==> config.mk <==
export PLATFORM = sky130hd
export DESIGN_NAME = light_sensor_lux_calc
export DESIGN_NICKNAME = d
export VERILOG_FILES = /design/src/rtl/lsl_pkg.sv /design/src/rtl/lsl_queue.sv /design/src/rtl/lsl_front.sv /design/src/rtl/lsl_back.sv /design/src/rtl/light_sensor_lux_calc.sv
export SDC_FILE = /design/constraint.sdc
export NUM_CORES = 2
export LEC_CHECK = 0
export BUFFER_PORTS_ARGS = -buffer_cell sky130_fd_sc_hd__buf_2
export CORE_ASPECT_RATIO = 1.25
export CORE_MARGIN = 8
export CORE_UTILIZATION = 30
export DETAILED_ROUTE_END_ITERATION = 8
export SYNTH_ARGS = -nofsm -noshare
export SYNTH_HDL_FRONTEND = slang
export SYNTH_SLANG_ARGS = --single-unit
==> constraint.sdc <==
create_clock -name clk -period 39.7 [get_ports clk]
set_input_delay 7.94 -clock clk [delete_from_list [all_inputs] [get_ports clk]]
set_output_delay 7.94 -clock clk [all_outputs]
set_load 0.1 [all_outputs]
==> src/rtl/lsl_pkg.sv <==
// ----------------------------------------------------------------------------
// Light sensor lux calculator: shared package
// Constants, coefficient tables, configuration codes and the types that pass
// between the front end, the classified-item queue and the back end.
// ----------------------------------------------------------------------------
package lsl_pkg;

  // Fixed-point scales of the lux calculation.
  localparam int LUX_SHIFT   = 14;
  localparam int CH_SHIFT    = 10;
  localparam int RATIO_SHIFT = 9;

  // Field widths.
  localparam int COUNT_W = 16;
  localparam int LUX_W   = 17;
  localparam int ITIME_W = 2;

  // Configuration register indexes (byte address is four times the index).
  localparam int PADDR_W = 4;
  localparam int PDATA_W = 32;
  localparam int REG_W   = 2;
  typedef enum logic [REG_W-1:0] {
    REG_ITIME   = 2'd0,
    REG_GAIN    = 2'd1,
    REG_PACKAGE = 2'd2
  } cfg_reg_e;

  // Integration time codes; the unused code behaves as the longest time.
  localparam logic [ITIME_W-1:0] ITIME_13MS  = ITIME_W'(0);
  localparam logic [ITIME_W-1:0] ITIME_101MS = ITIME_W'(1);
  localparam logic [ITIME_W-1:0] ITIME_402MS = ITIME_W'(2);

  // Clipping thresholds: a count strictly above the threshold saturates.
  localparam logic [COUNT_W-1:0] CLIP_13MS  = COUNT_W'(4900);
  localparam logic [COUNT_W-1:0] CLIP_101MS = COUNT_W'(37000);
  localparam logic [COUNT_W-1:0] CLIP_402MS = COUNT_W'(65000);

  // Channel scales to the 402 ms basis, rounded, in CH_SHIFT fixed point.
  localparam int unsigned SCALE_13MS  = (((322 << (CH_SHIFT + 1)) / 11) + 1) >> 1;
  localparam int unsigned SCALE_101MS = (((322 << (CH_SHIFT + 1)) / 81) + 1) >> 1;
  localparam int unsigned SCALE_402MS = 1 << CH_SHIFT;
  localparam int GAIN_SHIFT = 4;
  localparam int SCALE_W    = CH_SHIFT + 9;

  // A scaled channel stays below 2^22 whenever the counts are not clipped.
  localparam int CH_W = 22;

  // Coefficient tables: eight segments, two packages.
  localparam int TAB_W = 10;
  localparam int NSEG  = 8;
  localparam int SEG_W = 3;
  localparam logic [TAB_W-1:0] KNEE_TAB [2][NSEG] = '{
    '{10'h040, 10'h080, 10'h0c0, 10'h100, 10'h138, 10'h19a, 10'h29a, 10'h29a},
    '{10'h043, 10'h085, 10'h0c8, 10'h10a, 10'h14d, 10'h19a, 10'h29a, 10'h29a}
  };
  localparam logic [TAB_W-1:0] OFF_TAB [2][NSEG] = '{
    '{10'h1f2, 10'h214, 10'h23f, 10'h270, 10'h16f, 10'h0d2, 10'h018, 10'h000},
    '{10'h204, 10'h228, 10'h253, 10'h282, 10'h177, 10'h101, 10'h037, 10'h000}
  };
  localparam logic [TAB_W-1:0] SLOPE_TAB [2][NSEG] = '{
    '{10'h1be, 10'h2d1, 10'h37b, 10'h3fe, 10'h1fc, 10'h0fb, 10'h012, 10'h000},
    '{10'h1ad, 10'h2c1, 10'h363, 10'h3df, 10'h1dd, 10'h127, 10'h02b, 10'h000}
  };

  // The quotient is held one bit wider than a knee, so that a capped value
  // lies beyond every breakpoint.
  localparam int Q_W     = TAB_W + 1;
  localparam int NUM_W   = CH_W + RATIO_SHIFT + 1;
  localparam int DIV_W   = (NUM_W > CH_W + Q_W) ? NUM_W : CH_W + Q_W;
  localparam int PROD_W  = CH_W + TAB_W;

  localparam logic [LUX_W-1:0] SAT_LUX = LUX_W'(65536);
  localparam logic [LUX_W-1:0] MAX_LUX = LUX_W'(65535);

  // Classified-item queue between front and back end (depth a power of two).
  localparam int MQ_DEPTH = 4;
  localparam int MQ_AW    = 2;

  typedef struct packed {
    logic [ITIME_W-1:0] itime;
    logic               gain_high;
    logic               package_cs;
  } cfg_t;

  typedef struct packed {
    logic            sat;
    logic            tab;
    logic [CH_W-1:0] ch0;
    logic [CH_W-1:0] ch1;
  } mid_item_t;

  function automatic logic [COUNT_W-1:0] clip_of(input logic [ITIME_W-1:0] itime);
    logic [COUNT_W-1:0] c;
    case (itime)
      ITIME_13MS:  c = CLIP_13MS;
      ITIME_101MS: c = CLIP_101MS;
      default:     c = CLIP_402MS;
    endcase
    return c;
  endfunction

  function automatic logic [SCALE_W-1:0] scale_of(input logic [ITIME_W-1:0] itime,
                                                  input logic gain_high);
    logic [SCALE_W-1:0] s;
    case (itime)
      ITIME_13MS:  s = SCALE_W'(SCALE_13MS);
      ITIME_101MS: s = SCALE_W'(SCALE_101MS);
      default:     s = SCALE_W'(SCALE_402MS);
    endcase
    if (!gain_high) begin
      s = s << GAIN_SHIFT;
    end
    return s;
  endfunction

endpackage

==> src/rtl/lsl_queue.sv <==
// ----------------------------------------------------------------------------
// Classified-item queue
// A short first-in first-out buffer that lets the front and back end stall
// independently of each other.
// ----------------------------------------------------------------------------
module lsl_queue
  import lsl_pkg::*;
(
  input  logic      clk,
  input  logic      rst_n,
  input  logic      push,
  input  mid_item_t wdata,
  output logic      full,
  input  logic      pop,
  output mid_item_t rdata,
  output logic      empty
);

  mid_item_t        mem_r [MQ_DEPTH];
  logic [MQ_AW-1:0] wr_ptr_r;
  logic [MQ_AW-1:0] rd_ptr_r;
  logic [MQ_AW:0]   cnt_r;
  logic [MQ_AW:0]   cnt_nxt;

  assign full  = (cnt_r == (MQ_AW + 1)'(MQ_DEPTH));
  assign empty = (cnt_r == '0);
  assign rdata = mem_r[rd_ptr_r];

  always_comb begin
    cnt_nxt = cnt_r;
    if (push && !pop) begin
      cnt_nxt = cnt_r + (MQ_AW + 1)'(1);
    end else if (pop && !push) begin
      cnt_nxt = cnt_r - (MQ_AW + 1)'(1);
    end
  end

  always_ff @(posedge clk) begin
    if (!rst_n) begin
      wr_ptr_r <= '0;
      rd_ptr_r <= '0;
      cnt_r    <= '0;
    end else begin
      cnt_r <= cnt_nxt;
      if (push) begin
        wr_ptr_r <= wr_ptr_r + MQ_AW'(1);
      end
      if (pop) begin
        rd_ptr_r <= rd_ptr_r + MQ_AW'(1);
      end
    end
  end

  always_ff @(posedge clk) begin
    if (push) begin
      mem_r[wr_ptr_r] <= wdata;
    end
  end

`ifndef SYNTHESIS
  a_no_push_when_full: assert property (@(posedge clk) disable iff (!rst_n)
    full |-> !push)
    else $error("classified-item queue written while full");

  a_no_pop_when_empty: assert property (@(posedge clk) disable iff (!rst_n)
    empty |-> !pop)
    else $error("classified-item queue read while empty");
`endif

endmodule

==> src/rtl/lsl_front.sv <==
// ----------------------------------------------------------------------------
// Front end
// Takes a reading pair, checks it against the clipping threshold and scales
// both channels to the common basis, then hands the item to the queue.
// ----------------------------------------------------------------------------
module lsl_front
  import lsl_pkg::*;
(
  input  logic               clk,
  input  logic               rst_n,
  input  cfg_t               cfg,
  input  logic               push,
  input  logic [COUNT_W-1:0] broadband_count,
  input  logic [COUNT_W-1:0] infrared_count,
  output logic               full,
  output logic               q_push,
  output mid_item_t          q_wdata,
  input  logic               q_full
);

  localparam int PRE_W = COUNT_W + SCALE_W;

  logic               vld_r;
  mid_item_t          item_r;
  mid_item_t          item_nxt;
  logic               load;
  logic [COUNT_W-1:0] clip;
  logic [SCALE_W-1:0] scale;
  logic [PRE_W-1:0]   prod0;
  logic [PRE_W-1:0]   prod1;

  // The stage register takes a new item when it is empty or its item moves on.
  assign load    = !vld_r || !q_full;
  assign full    = !load;
  assign q_push  = vld_r && !q_full;
  assign q_wdata = item_r;

  always_comb begin
    clip  = clip_of(cfg.itime);
    scale = scale_of(cfg.itime, cfg.gain_high);
    prod0 = PRE_W'(broadband_count) * PRE_W'(scale);
    prod1 = PRE_W'(infrared_count) * PRE_W'(scale);
    item_nxt.sat = (broadband_count > clip) || (infrared_count > clip);
    item_nxt.tab = cfg.package_cs;
    item_nxt.ch0 = prod0[CH_SHIFT +: CH_W];
    item_nxt.ch1 = prod1[CH_SHIFT +: CH_W];
  end

  always_ff @(posedge clk) begin
    if (!rst_n) begin
      vld_r <= 1'b0;
    end else if (load) begin
      vld_r <= push;
    end
  end

  always_ff @(posedge clk) begin
    if (push && load) begin
      item_r <= item_nxt;
    end
  end

endmodule

==> src/rtl/lsl_back.sv <==
// ----------------------------------------------------------------------------
// Back end
// Pipelined ratio divider, segment selection, coefficient products, rounding
// and the result queue. The whole pipeline advances while the result queue
// has room.
// ----------------------------------------------------------------------------
module lsl_back
  import lsl_pkg::*;
(
  input  logic             clk,
  input  logic             rst_n,
  input  mid_item_t        q_rdata,
  input  logic             q_empty,
  output logic             q_pop,
  input  logic             pop,
  output logic             empty,
  output logic [LUX_W-1:0] lux_value,
  output logic             saturated
);

  localparam int DS       = Q_W + 1;
  localparam int OQ_DEPTH = 4;
  localparam int OQ_AW    = 2;

  typedef struct packed {
    logic [DIV_W-1:0] rem;
    logic [Q_W-1:0]   quo;
    logic             done;
    logic             sat;
    logic             tab;
    logic [CH_W-1:0]  ch0;
    logic [CH_W-1:0]  ch1;
  } div_st_t;

  typedef struct packed {
    logic             sat;
    logic [CH_W-1:0]  ch0;
    logic [CH_W-1:0]  ch1;
    logic [TAB_W-1:0] off;
    logic [TAB_W-1:0] slope;
  } seg_st_t;

  typedef struct packed {
    logic              sat;
    logic [PROD_W-1:0] p0;
    logic [PROD_W-1:0] p1;
  } mul_st_t;

  typedef struct packed {
    logic [LUX_W-1:0] lux;
    logic             sat;
  } out_item_t;

  logic              en;
  logic              take;
  div_st_t           ent;
  div_st_t           st_r   [DS];
  div_st_t           st_nxt [DS];
  logic [DS-1:0]     st_vld_r;
  seg_st_t           seg_r;
  seg_st_t           seg_nxt;
  logic              seg_vld_r;
  mul_st_t           mul_r;
  logic              mul_vld_r;
  logic              dif_sat_r;
  logic [PROD_W-1:0] dif_r;
  logic              dif_vld_r;
  logic [Q_W:0]      q_plus1;
  logic [Q_W-1:0]    ratio;
  logic [SEG_W-1:0]  seg;
  logic [PROD_W:0]   acc;
  logic [PROD_W:0]   acc_sh;
  out_item_t         res;
  out_item_t         oq_mem_r [OQ_DEPTH];
  logic [OQ_AW-1:0]  oq_wp_r;
  logic [OQ_AW-1:0]  oq_rp_r;
  logic [OQ_AW:0]    oq_cnt_r;
  logic [OQ_AW:0]    oq_cnt_nxt;
  logic              oq_push;
  logic              oq_pop;

  assign en    = (oq_cnt_r != (OQ_AW + 1)'(OQ_DEPTH));
  assign take  = en && !q_empty;
  assign q_pop = take;

  always_comb begin
    ent      = '0;
    ent.rem  = DIV_W'(q_rdata.ch1) << (RATIO_SHIFT + 1);
    ent.sat  = q_rdata.sat;
    ent.tab  = q_rdata.tab;
    ent.ch0  = q_rdata.ch0;
    ent.ch1  = q_rdata.ch1;
  end

  // Restoring division, one quotient bit per stage. The first stage only
  // finds a zero divisor or an overflowing quotient; the latter is capped.
  for (genvar g = 0; g < DS; g++) begin : g_div
    if (g == 0) begin : g_first
      always_comb begin
        st_nxt[g] = ent;
        if (ent.ch0 == '0) begin
          st_nxt[g].done = 1'b1;
        end else if (ent.rem >= (DIV_W'(ent.ch0) << Q_W)) begin
          st_nxt[g].done = 1'b1;
          st_nxt[g].quo  = '1;
        end
      end
    end else begin : g_bit
      localparam int B = Q_W - g;
      logic [DIV_W-1:0] dsh;
      always_comb begin
        dsh       = DIV_W'(st_r[g-1].ch0) << B;
        st_nxt[g] = st_r[g-1];
        if (!st_r[g-1].done && (st_r[g-1].rem >= dsh)) begin
          st_nxt[g].rem    = st_r[g-1].rem - dsh;
          st_nxt[g].quo[B] = 1'b1;
        end
      end
    end

    always_ff @(posedge clk) begin
      if (en) begin
        st_r[g] <= st_nxt[g];
      end
    end
  end

  // Rounded ratio and the first segment whose knee it does not exceed.
  always_comb begin
    q_plus1 = {1'b0, st_r[DS-1].quo} + (Q_W + 1)'(1);
    ratio   = q_plus1[Q_W:1];
    seg     = SEG_W'(NSEG - 1);
    for (int i = NSEG - 2; i >= 0; i--) begin
      if (ratio <= Q_W'(KNEE_TAB[st_r[DS-1].tab][i])) begin
        seg = SEG_W'(i);
      end
    end
    seg_nxt.sat   = st_r[DS-1].sat;
    seg_nxt.ch0   = st_r[DS-1].ch0;
    seg_nxt.ch1   = st_r[DS-1].ch1;
    seg_nxt.off   = OFF_TAB[st_r[DS-1].tab][seg];
    seg_nxt.slope = SLOPE_TAB[st_r[DS-1].tab][seg];
  end

  // Round, shift and clamp; a saturated item overrides the value.
  always_comb begin
    acc    = {1'b0, dif_r} + ((PROD_W + 1)'(1) << (LUX_SHIFT - 1));
    acc_sh = acc >> LUX_SHIFT;
    res.sat = dif_sat_r;
    if (dif_sat_r) begin
      res.lux = SAT_LUX;
    end else if (acc_sh > (PROD_W + 1)'(MAX_LUX)) begin
      res.lux = MAX_LUX;
    end else begin
      res.lux = acc_sh[LUX_W-1:0];
    end
  end

  always_ff @(posedge clk) begin
    if (!rst_n) begin
      st_vld_r  <= '0;
      seg_vld_r <= 1'b0;
      mul_vld_r <= 1'b0;
      dif_vld_r <= 1'b0;
    end else if (en) begin
      st_vld_r  <= {st_vld_r[DS-2:0], take};
      seg_vld_r <= st_vld_r[DS-1];
      mul_vld_r <= seg_vld_r;
      dif_vld_r <= mul_vld_r;
    end
  end

  always_ff @(posedge clk) begin
    if (en) begin
      seg_r     <= seg_nxt;
      mul_r.sat <= seg_r.sat;
      mul_r.p0  <= PROD_W'(seg_r.ch0) * PROD_W'(seg_r.off);
      mul_r.p1  <= PROD_W'(seg_r.ch1) * PROD_W'(seg_r.slope);
      dif_sat_r <= mul_r.sat;
      dif_r     <= (mul_r.p0 > mul_r.p1) ? (mul_r.p0 - mul_r.p1) : '0;
    end
  end

  // Result queue.
  assign oq_push   = en && dif_vld_r;
  assign empty     = (oq_cnt_r == '0);
  assign oq_pop    = pop && !empty;
  assign lux_value = oq_mem_r[oq_rp_r].lux;
  assign saturated = oq_mem_r[oq_rp_r].sat;

  always_comb begin
    oq_cnt_nxt = oq_cnt_r;
    if (oq_push && !oq_pop) begin
      oq_cnt_nxt = oq_cnt_r + (OQ_AW + 1)'(1);
    end else if (oq_pop && !oq_push) begin
      oq_cnt_nxt = oq_cnt_r - (OQ_AW + 1)'(1);
    end
  end

  always_ff @(posedge clk) begin
    if (!rst_n) begin
      oq_wp_r  <= '0;
      oq_rp_r  <= '0;
      oq_cnt_r <= '0;
    end else begin
      oq_cnt_r <= oq_cnt_nxt;
      if (oq_push) begin
        oq_wp_r <= oq_wp_r + OQ_AW'(1);
      end
      if (oq_pop) begin
        oq_rp_r <= oq_rp_r + OQ_AW'(1);
      end
    end
  end

  always_ff @(posedge clk) begin
    if (oq_push) begin
      oq_mem_r[oq_wp_r] <= res;
    end
  end

`ifndef SYNTHESIS
  a_oq_bounded: assert property (@(posedge clk) disable iff (!rst_n)
    oq_cnt_r <= (OQ_AW + 1)'(OQ_DEPTH))
    else $error("result queue count beyond its depth");

  a_sat_value: assert property (@(posedge clk) disable iff (!rst_n)
    (!empty && saturated) |-> (lux_value == SAT_LUX))
    else $error("saturated result without the saturation value");
`endif

endmodule

==> src/rtl/light_sensor_lux_calc.sv <==
// ----------------------------------------------------------------------------
// Light sensor lux calculator
// Turns a broadband and an infrared count into integer lux, with saturation
// detection, integration-time and gain scaling and a choice of two
// coefficient tables.
// ----------------------------------------------------------------------------
//
//   Channel   Handshake          Payload
//   input     push / full        in_broadband_count, in_infrared_count
//   result    empty / pop        out_lux_value, out_saturated
//   config    psel/penable/...   paddr, pwdata, prdata (APB-style, ready tied)
//
// One reading is accepted per cycle while full is low, and each gives one
// result. The ratio divider resolves one quotient bit per pipeline stage.
// Reset clears the configuration registers and empties both queues; no
// clearing pass is needed.
// When the four-entry result queue is full the back end freezes, the
// classified-item queue fills and full rises on the input side.
//
// ----------------------------------------------------------------------------
module light_sensor_lux_calc
  import lsl_pkg::*;
(
  input  logic               clk,
  input  logic               rst_n,
  // Input channel.
  input  logic               push,
  output logic               full,
  input  logic [COUNT_W-1:0] in_broadband_count,
  input  logic [COUNT_W-1:0] in_infrared_count,
  // Result channel.
  output logic               empty,
  input  logic               pop,
  output logic [LUX_W-1:0]   out_lux_value,
  output logic               out_saturated,
  // Configuration port.
  input  logic               psel,
  input  logic               penable,
  input  logic               pwrite,
  input  logic [PADDR_W-1:0] paddr,
  input  logic [PDATA_W-1:0] pwdata,
  output logic [PDATA_W-1:0] prdata,
  output logic               pready
);

  cfg_t      cfg_r;
  logic      cfg_wr;
  cfg_reg_e  cfg_idx;
  logic      mq_push;
  mid_item_t mq_wdata;
  logic      mq_full;
  logic      mq_pop;
  mid_item_t mq_rdata;
  logic      mq_empty;

  // The register file never waits, so pready is tied high.
  assign pready  = 1'b1;
  assign cfg_wr  = psel && penable && pwrite && pready;
  assign cfg_idx = cfg_reg_e'(paddr[PADDR_W-1:2]);

  // Writes to addresses beyond the three registers are ignored. Only the low
  // bits of the written word that the register holds are kept.
  always_ff @(posedge clk) begin
    if (!rst_n) begin
      cfg_r <= '0;
    end else if (cfg_wr) begin
      case (cfg_idx)
        REG_ITIME:   cfg_r.itime      <= pwdata[ITIME_W-1:0];
        REG_GAIN:    cfg_r.gain_high  <= pwdata[0];
        REG_PACKAGE: cfg_r.package_cs <= pwdata[0];
        default: ;
      endcase
    end
  end

  always_comb begin
    case (cfg_idx)
      REG_ITIME:   prdata = PDATA_W'(cfg_r.itime);
      REG_GAIN:    prdata = PDATA_W'(cfg_r.gain_high);
      REG_PACKAGE: prdata = PDATA_W'(cfg_r.package_cs);
      default:     prdata = '0;
    endcase
  end

  // The front end classifies and scales; the queue decouples it from the
  // long back-end pipeline.
  lsl_front u_front (
    .clk             (clk),
    .rst_n           (rst_n),
    .cfg             (cfg_r),
    .push            (push),
    .broadband_count (in_broadband_count),
    .infrared_count  (in_infrared_count),
    .full            (full),
    .q_push          (mq_push),
    .q_wdata         (mq_wdata),
    .q_full          (mq_full)
  );

  lsl_queue u_queue (
    .clk   (clk),
    .rst_n (rst_n),
    .push  (mq_push),
    .wdata (mq_wdata),
    .full  (mq_full),
    .pop   (mq_pop),
    .rdata (mq_rdata),
    .empty (mq_empty)
  );

  lsl_back u_back (
    .clk       (clk),
    .rst_n     (rst_n),
    .q_rdata   (mq_rdata),
    .q_empty   (mq_empty),
    .q_pop     (mq_pop),
    .pop       (pop),
    .empty     (empty),
    .lux_value (out_lux_value),
    .saturated (out_saturated)
  );

endmodule
### Yosys cells after proc, flatten, opt, wreduce, memory -nomap -nowiden

Memory sizes are Yosys's and may differ from the RTL's. A register that Yosys moved wholly into a read port is not among the register bits.
Cells that the tools add are included.

* $add $sub $neg: 22
* multipliers: 4
* $lt $le $gt $ge: 25
* equality and inequality tests: 5
* mux-type cells: 66
* bitwise operators: 2
* reductions and logical operators: 54

Operators with widths (number)
* 80-bit two-way mux: 7
* 33-bit two-way mux: 10
* 11-bit by 10-bit <= comparator with 1-bit output: 7
* 75-bit two-way mux: 1
* 72-bit two-way mux: 1
* 16-bit by 19-bit multiplier with 32-bit output: 2
* 22-bit by 10-bit multiplier with 32-bit output: 2
* 10-bit binary-select mux with 3-bit select: 2
* 10-bit two-way mux: 4
* 17-bit two-way mux: 2
* 34-bit two-way mux: 1
* 32-bit by 14-bit adder with 33-bit output (second input constant): 1
* 32-bit by 33-bit greater-or-equal comparator with 1-bit output: 1
* 33-bit by 22-bit greater-or-equal comparator with 1-bit output: 1
* 33-bit by 23-bit greater-or-equal comparator with 1-bit output: 1
* 33-bit by 24-bit greater-or-equal comparator with 1-bit output: 1
* 33-bit by 25-bit greater-or-equal comparator with 1-bit output: 1
* 33-bit by 26-bit greater-or-equal comparator with 1-bit output: 1
* 33-bit by 27-bit greater-or-equal comparator with 1-bit output: 1
* 33-bit by 28-bit greater-or-equal comparator with 1-bit output: 1
* 33-bit by 29-bit greater-or-equal comparator with 1-bit output: 1
* 33-bit by 30-bit greater-or-equal comparator with 1-bit output: 1
* 33-bit by 31-bit greater-or-equal comparator with 1-bit output: 1
* 33-bit by 32-bit greater-or-equal comparator with 1-bit output: 1
* other kinds (44): 126

* register bits after elaboration: 243
* RAM bits: 1348
* bits of input ports: 75
* logic and storage cells: 209
* memories kept: 3

Memory list
* u_back.st_r: depth 12, bits a word 91, rd ports 12, clocked after memory_dff 0, write ports 12, line lsl_back.sv:57 `div_st_t st_r [DS];`
* u_queue.mem_r: depth 4, bits a word 46, rd ports 1, clocked after memory_dff 1, write ports 1, line lsl_queue.sv:19 `mid_item_t mem_r [MQ_DEPTH];`
* u_back.oq_mem_r: depth 4, bits a word 18, rd ports 1, clocked after memory_dff 1, write ports 1, line lsl_back.sv:74 `out_item_t oq_mem_r [OQ_DEPTH];`

### Longest topological paths before layout

An unclocked memory read counts as a cell.

* depth in word-level cells: 17
* mapped depth: 29
* gate-level depth less buffers: 27

### Hierarchy

A second synthesis with hierarchy kept.

* cell total of the unflattened synthesis: 8075
* area total of the unflattened synthesis: 95210.1 um^2

By module, submodules not included
* lsl_back: times used 1, cells each 5737, area an instance 68578.3 um^2, seq. area each 34623.2 um^2
* lsl_front: times used 1, cells each 2000, area an instance 19028.2 um^2, seq. area each 1401.3 um^2
* lsl_queue: times used 1, cells each 283, area an instance 7145.6 um^2, seq. area each 5705.5 um^2
* light_sensor_lux_calc: times used 1, cells each 55, area an instance 457.9 um^2, seq. area each 80.1 um^2

### Least setup slack after synthesis

No wires, ideal clock.

* kind: reg2reg
* start: register u_back.oq_cnt_r[0]
* end: memory u_back.oq_mem_r[0][0] (netlist bit), enable pin
* library setup time: 381 ps
* data arrival time: 32935 ps
* data required time: 39319 ps
* slack: 6384 ps
* stages on the path, launching flop included: 8
* clock period less this slack: 33316 ps
* cell sequence: dfxtp_1 nor2_1 and2_1 clkbuf_1 inv_1 clkbuf_1 buf_1 and3_1

* word-level cells in the longest chain between the ends: 4

RTL lines
* start, declared: line lsl_back.sv:77 `logic [OQ_AW:0] oq_cnt_r;`
* start signal, assigned: line lsl_back.sv:206 `oq_cnt_r <= oq_cnt_nxt;`
* 3-bit != test: line lsl_back.sv:82 `assign en = (oq_cnt_r != (OQ_AW + 1)'(OQ_DEPTH));`
* 1-bit logical AND: line lsl_back.sv:185 `assign oq_push = en && dif_vld_r;`
* 1-bit two-way mux: line lsl_back.sv:217 `if (oq_push) begin`
* 1-bit two-way mux (implied by the code): line lsl_back.sv:218 `oq_mem_r[oq_wp_r] <= res;`
* end, declared: line lsl_back.sv:74

No other way between the ends.

### Worst setup path after layout

* start: input port paddr[2]
* end: output port prdata[0]

* word-level cells in the longest chain between the ends: 2

RTL lines
* start, declared: line light_sensor_lux_calc.sv:40 `input logic [PADDR_W-1:0] paddr,`
* 2-bit equality test (tied with other cells): line light_sensor_lux_calc.sv:77 `case (cfg_idx)`
* 2-bit case mux with 3 select lines *: line light_sensor_lux_calc.sv:77
* end, declared: line light_sensor_lux_calc.sv:42 `output logic [PDATA_W-1:0] prdata,`

Every way passes the cells marked *; elsewhere a longest branch is shown, timed or not.

==> run metrics <==
synth cell count leaders=edfxtp_1 (1367), inv_1 (1190), fa_1 (762); WS Path Type=input pin to primary output; die width=517 um; post-detailed-route count of antenna-violating nets=0; Initial Utilization=30.2%; Nets=9462; Area contributors post-synth=edfxtp_1 (44%), fa_1 (16%), ha_1 (9.2%); number of global-route vias before repair=between 60k and 70k; Die Area=331000 um2; met2 wire len=107000 um; Clock Latency Late Sink=800 ps; Worst Max-Slew Pin Slew=1180 ps; Setup crit start=paddr[2]; # DRC=0; Synth cell types=107; Setup crit end kind=primary output; fin crit period=16720 ps; FP Rows=~230; CP endpoint=prdata[0]; max_cap viols=0; Clock Path Buffers=3; final wirelength=roughly 200000 um; Slew Viols, Final=0; Reg area=41800 um2; # port buffers=64; grt ovf=0; most used cell, CP=buf_2; worst rel slew slack=a little over a fifth; Achievable Freq=0.0598 GHz; Avg Inst Size Synth=11.9 um2; vias=56.5k; crit path max fanout=6; first-pass GRT wire length=between 300000 and 400000 um; CTS Buf Count=149; Ports=128; warnings from Yosys=0; count of final setup violators=0; RSZ-0062 raised after global routing=no; endpoints failing hold=0; cell area after synthesis=93900 um2; core area=311000 um2; post-synthesis register bit count=roughly 1.4k; total global-route track usage=between 10% and 20%; TritonCTS clock tree=yes; top routing layer in use=met5; Worst EP required=31760 ps; top-count cell post-synth=edfxtp_1; Max stage delay on crit path=between 400 and 500 ps; crit path launch type=input pin; worst-case reg-to-reg path depth=24; Synth Flop Type=edfxtp_1; area share of the largest cell type after synthesis=43.7%; First DRT Iteration DRCs=3050; routed len/inst=16.5 um; critical path, cell by cell=buf_2 -> mux2i_1 -> o21ai_0 -> buf_2; H-tree levels=4; R2R setup slack=31500 ps; setup_tns=0 ps; Post-CTS Hold Fix Bufs=0; GP Congestion=0.934; Reg clk slew, reported paths=60 ps; Via density=4.62; clk sinks=~1.4k; pin count of the biggest net entering global routing=181; DRT Pass-1 Iters=6; Root Buffer Master=clkbuf_16; Post-synth EDFFs=1367; status=finished clean; slowest CP cell=buf_2; fraction of final layout cells with drive strength greater than 1=under 10%; CP arrival=8780 ps; Die H=642 um; R2R Path Start=cfg_r[1]$_SDFFE_PN0P_; met3 wire len=slightly above 7000 um; post-synthesis sequential area ratio=44.5%; reg2reg end=u_front.q_wdata[21]$_DFFE_PP_; Mapped Cells=slightly below 8k; largest area contributor in the netlist=edfxtp_1; area of the multi-input gates=46700 um2; Clock Skew=61.9 ps; dpl hpwl=156000 um; M1 wire length=78500 um; Layout area overhead=10.6%; initial antenna violation count=5; HP Class=flop to flop; post-synthesis async set-or-reset flop share=0%; Post-CTS Setup Repair Bufs=0; fin crit share=42.1%; PostCTS Resize Cnt=0; filler instances=30.8k
[layout make-up]
cell class	instances	share of cell area [%]
clock buffer	188	3.80
multi-input combinational	5069	45.0
tap	4158	5.01
clock inverter	82	0.888
inverter	1192	4.32
timing repair buffer	118	0.711
antenna	2	0.00482
sequential	1405	40.3
[layout by cell type (no fill, tap or decap), types with 19 or more instances in the layout]
master	count
nand3_1	82
nor4_1	36
nand2b_1	74
nor2b_1	62
or2_2	28
clkinv_1	23
nand2_1	757
a31oi_1	27
nand4_1	56
o31ai_1	19
o21ai_1	19
mux2_2	104
a211oi_1	23
nor3_1	89
and2_1	313
clkbuf_1	33
a21boi_0	29
dfxtp_1	36
or3_1	25
o21ai_0	214
xor2_1	149
buf_2	64
nor2_1	294
mux4_2	64
xnor2_1	227
clkbuf_16	150
o211ai_1	25
o21a_1	50
inv_1	1189
ha_1	690
conb_1	31
buf_4	53
o21bai_1	36
fa_1	762
a21o_1	154
and3_1	62
edfxtp_1	1367
a21oi_1	322
[critical path, delay by kind of cell]
family                 cells  cell delay (ps)
buffers and inverters      2              580
AOI/OAI and AO/OA          1              140
muxes                      1              120
[metal layers]
metal / vias up / GRT usage [%]
li1: 26899 / -
met1: 27933 / 13.1
met2: 1210 / 22.9
met3: 428 / 1.59
met4: 4 / 5.64
met5: - / 0
[worst min-delay path by stage]
stage	start	endpoint	slack, ps	cells past startpoint
final	u_back.st_r[1][12]$_DFFE_PN_	u_back.st_r[1][103]$_DFFE_PN_	410	0
after global routing	u_back.st_r[1][57]$_DFFE_PN_	u_back.st_r[1][148]$_DFFE_PN_	410	0
after global placement	u_back.st_r[2][290]$_DFFE_PN_	u_back.seg_r[37]$_DFFE_PN_	400	0
after CTS	u_back.st_r[1][12]$_DFFE_PN_	u_back.st_r[1][103]$_DFFE_PN_	400	0
after floorplan	u_back.mul_r[64]$_DFFE_PN_	u_back.dif_sat_r$_DFFE_PN_	400	0
after detailed placement	u_back.seg_r[64]$_DFFE_PN_	u_back.mul_r[64]$_DFFE_PN_	400	0
[sequential cells by signal (all words and copies together), names as in the netlist, 2 cells and up, named ones only]
register	flops
u_queue.rd_ptr_r	2
u_back.oq_rp_r	2
u_back.st_vld_r	12
u_queue.cnt_r	3
cfg_r	4
u_back.seg_r	65
u_back.dif_r	19
u_back.st_r	915
u_front.q_wdata	46
u_back.mul_r	65
u_back.oq_wp_r	2
u_queue.mem_r	184
u_queue.wr_ptr_r	2
u_back.oq_cnt_r	3
u_back.oq_mem_r	72
[kinds of logic (layout without fill, tap and decap cells)]
logic type      count (synthesis)  in the layout  synth area share, %
buf+inv                      1449           1580                 5.96
fa+ha+maj                    1452           1452                 25.4
flops                        1405           1405                 44.5
xor+xnor                      377            377                 3.52
compound gates               1083           1083                 7.56
mux                           184            184                 2.95
other cells                     2             33              0.00799
simple gates                 1942           1942                 10.1
[through the flow]
stage	hold WS, ps	instance area (um2)	utilization [%]	std cells	setup WS (ps)
after floorplan	400	94000	-	7923	6380
after global placement	400	99000	31.8	11942	22980
after detailed placement	405	99000	31.8	11942	22990
after CTS	403	104000	33.3	12212	22980
after global routing	410	104000	33.3	12212	22930
final	410	104000	33.3	12214	22980
Power is not shown: default switching activity piles up to over one toggle a cycle in this logic, so the estimate is an artifact.
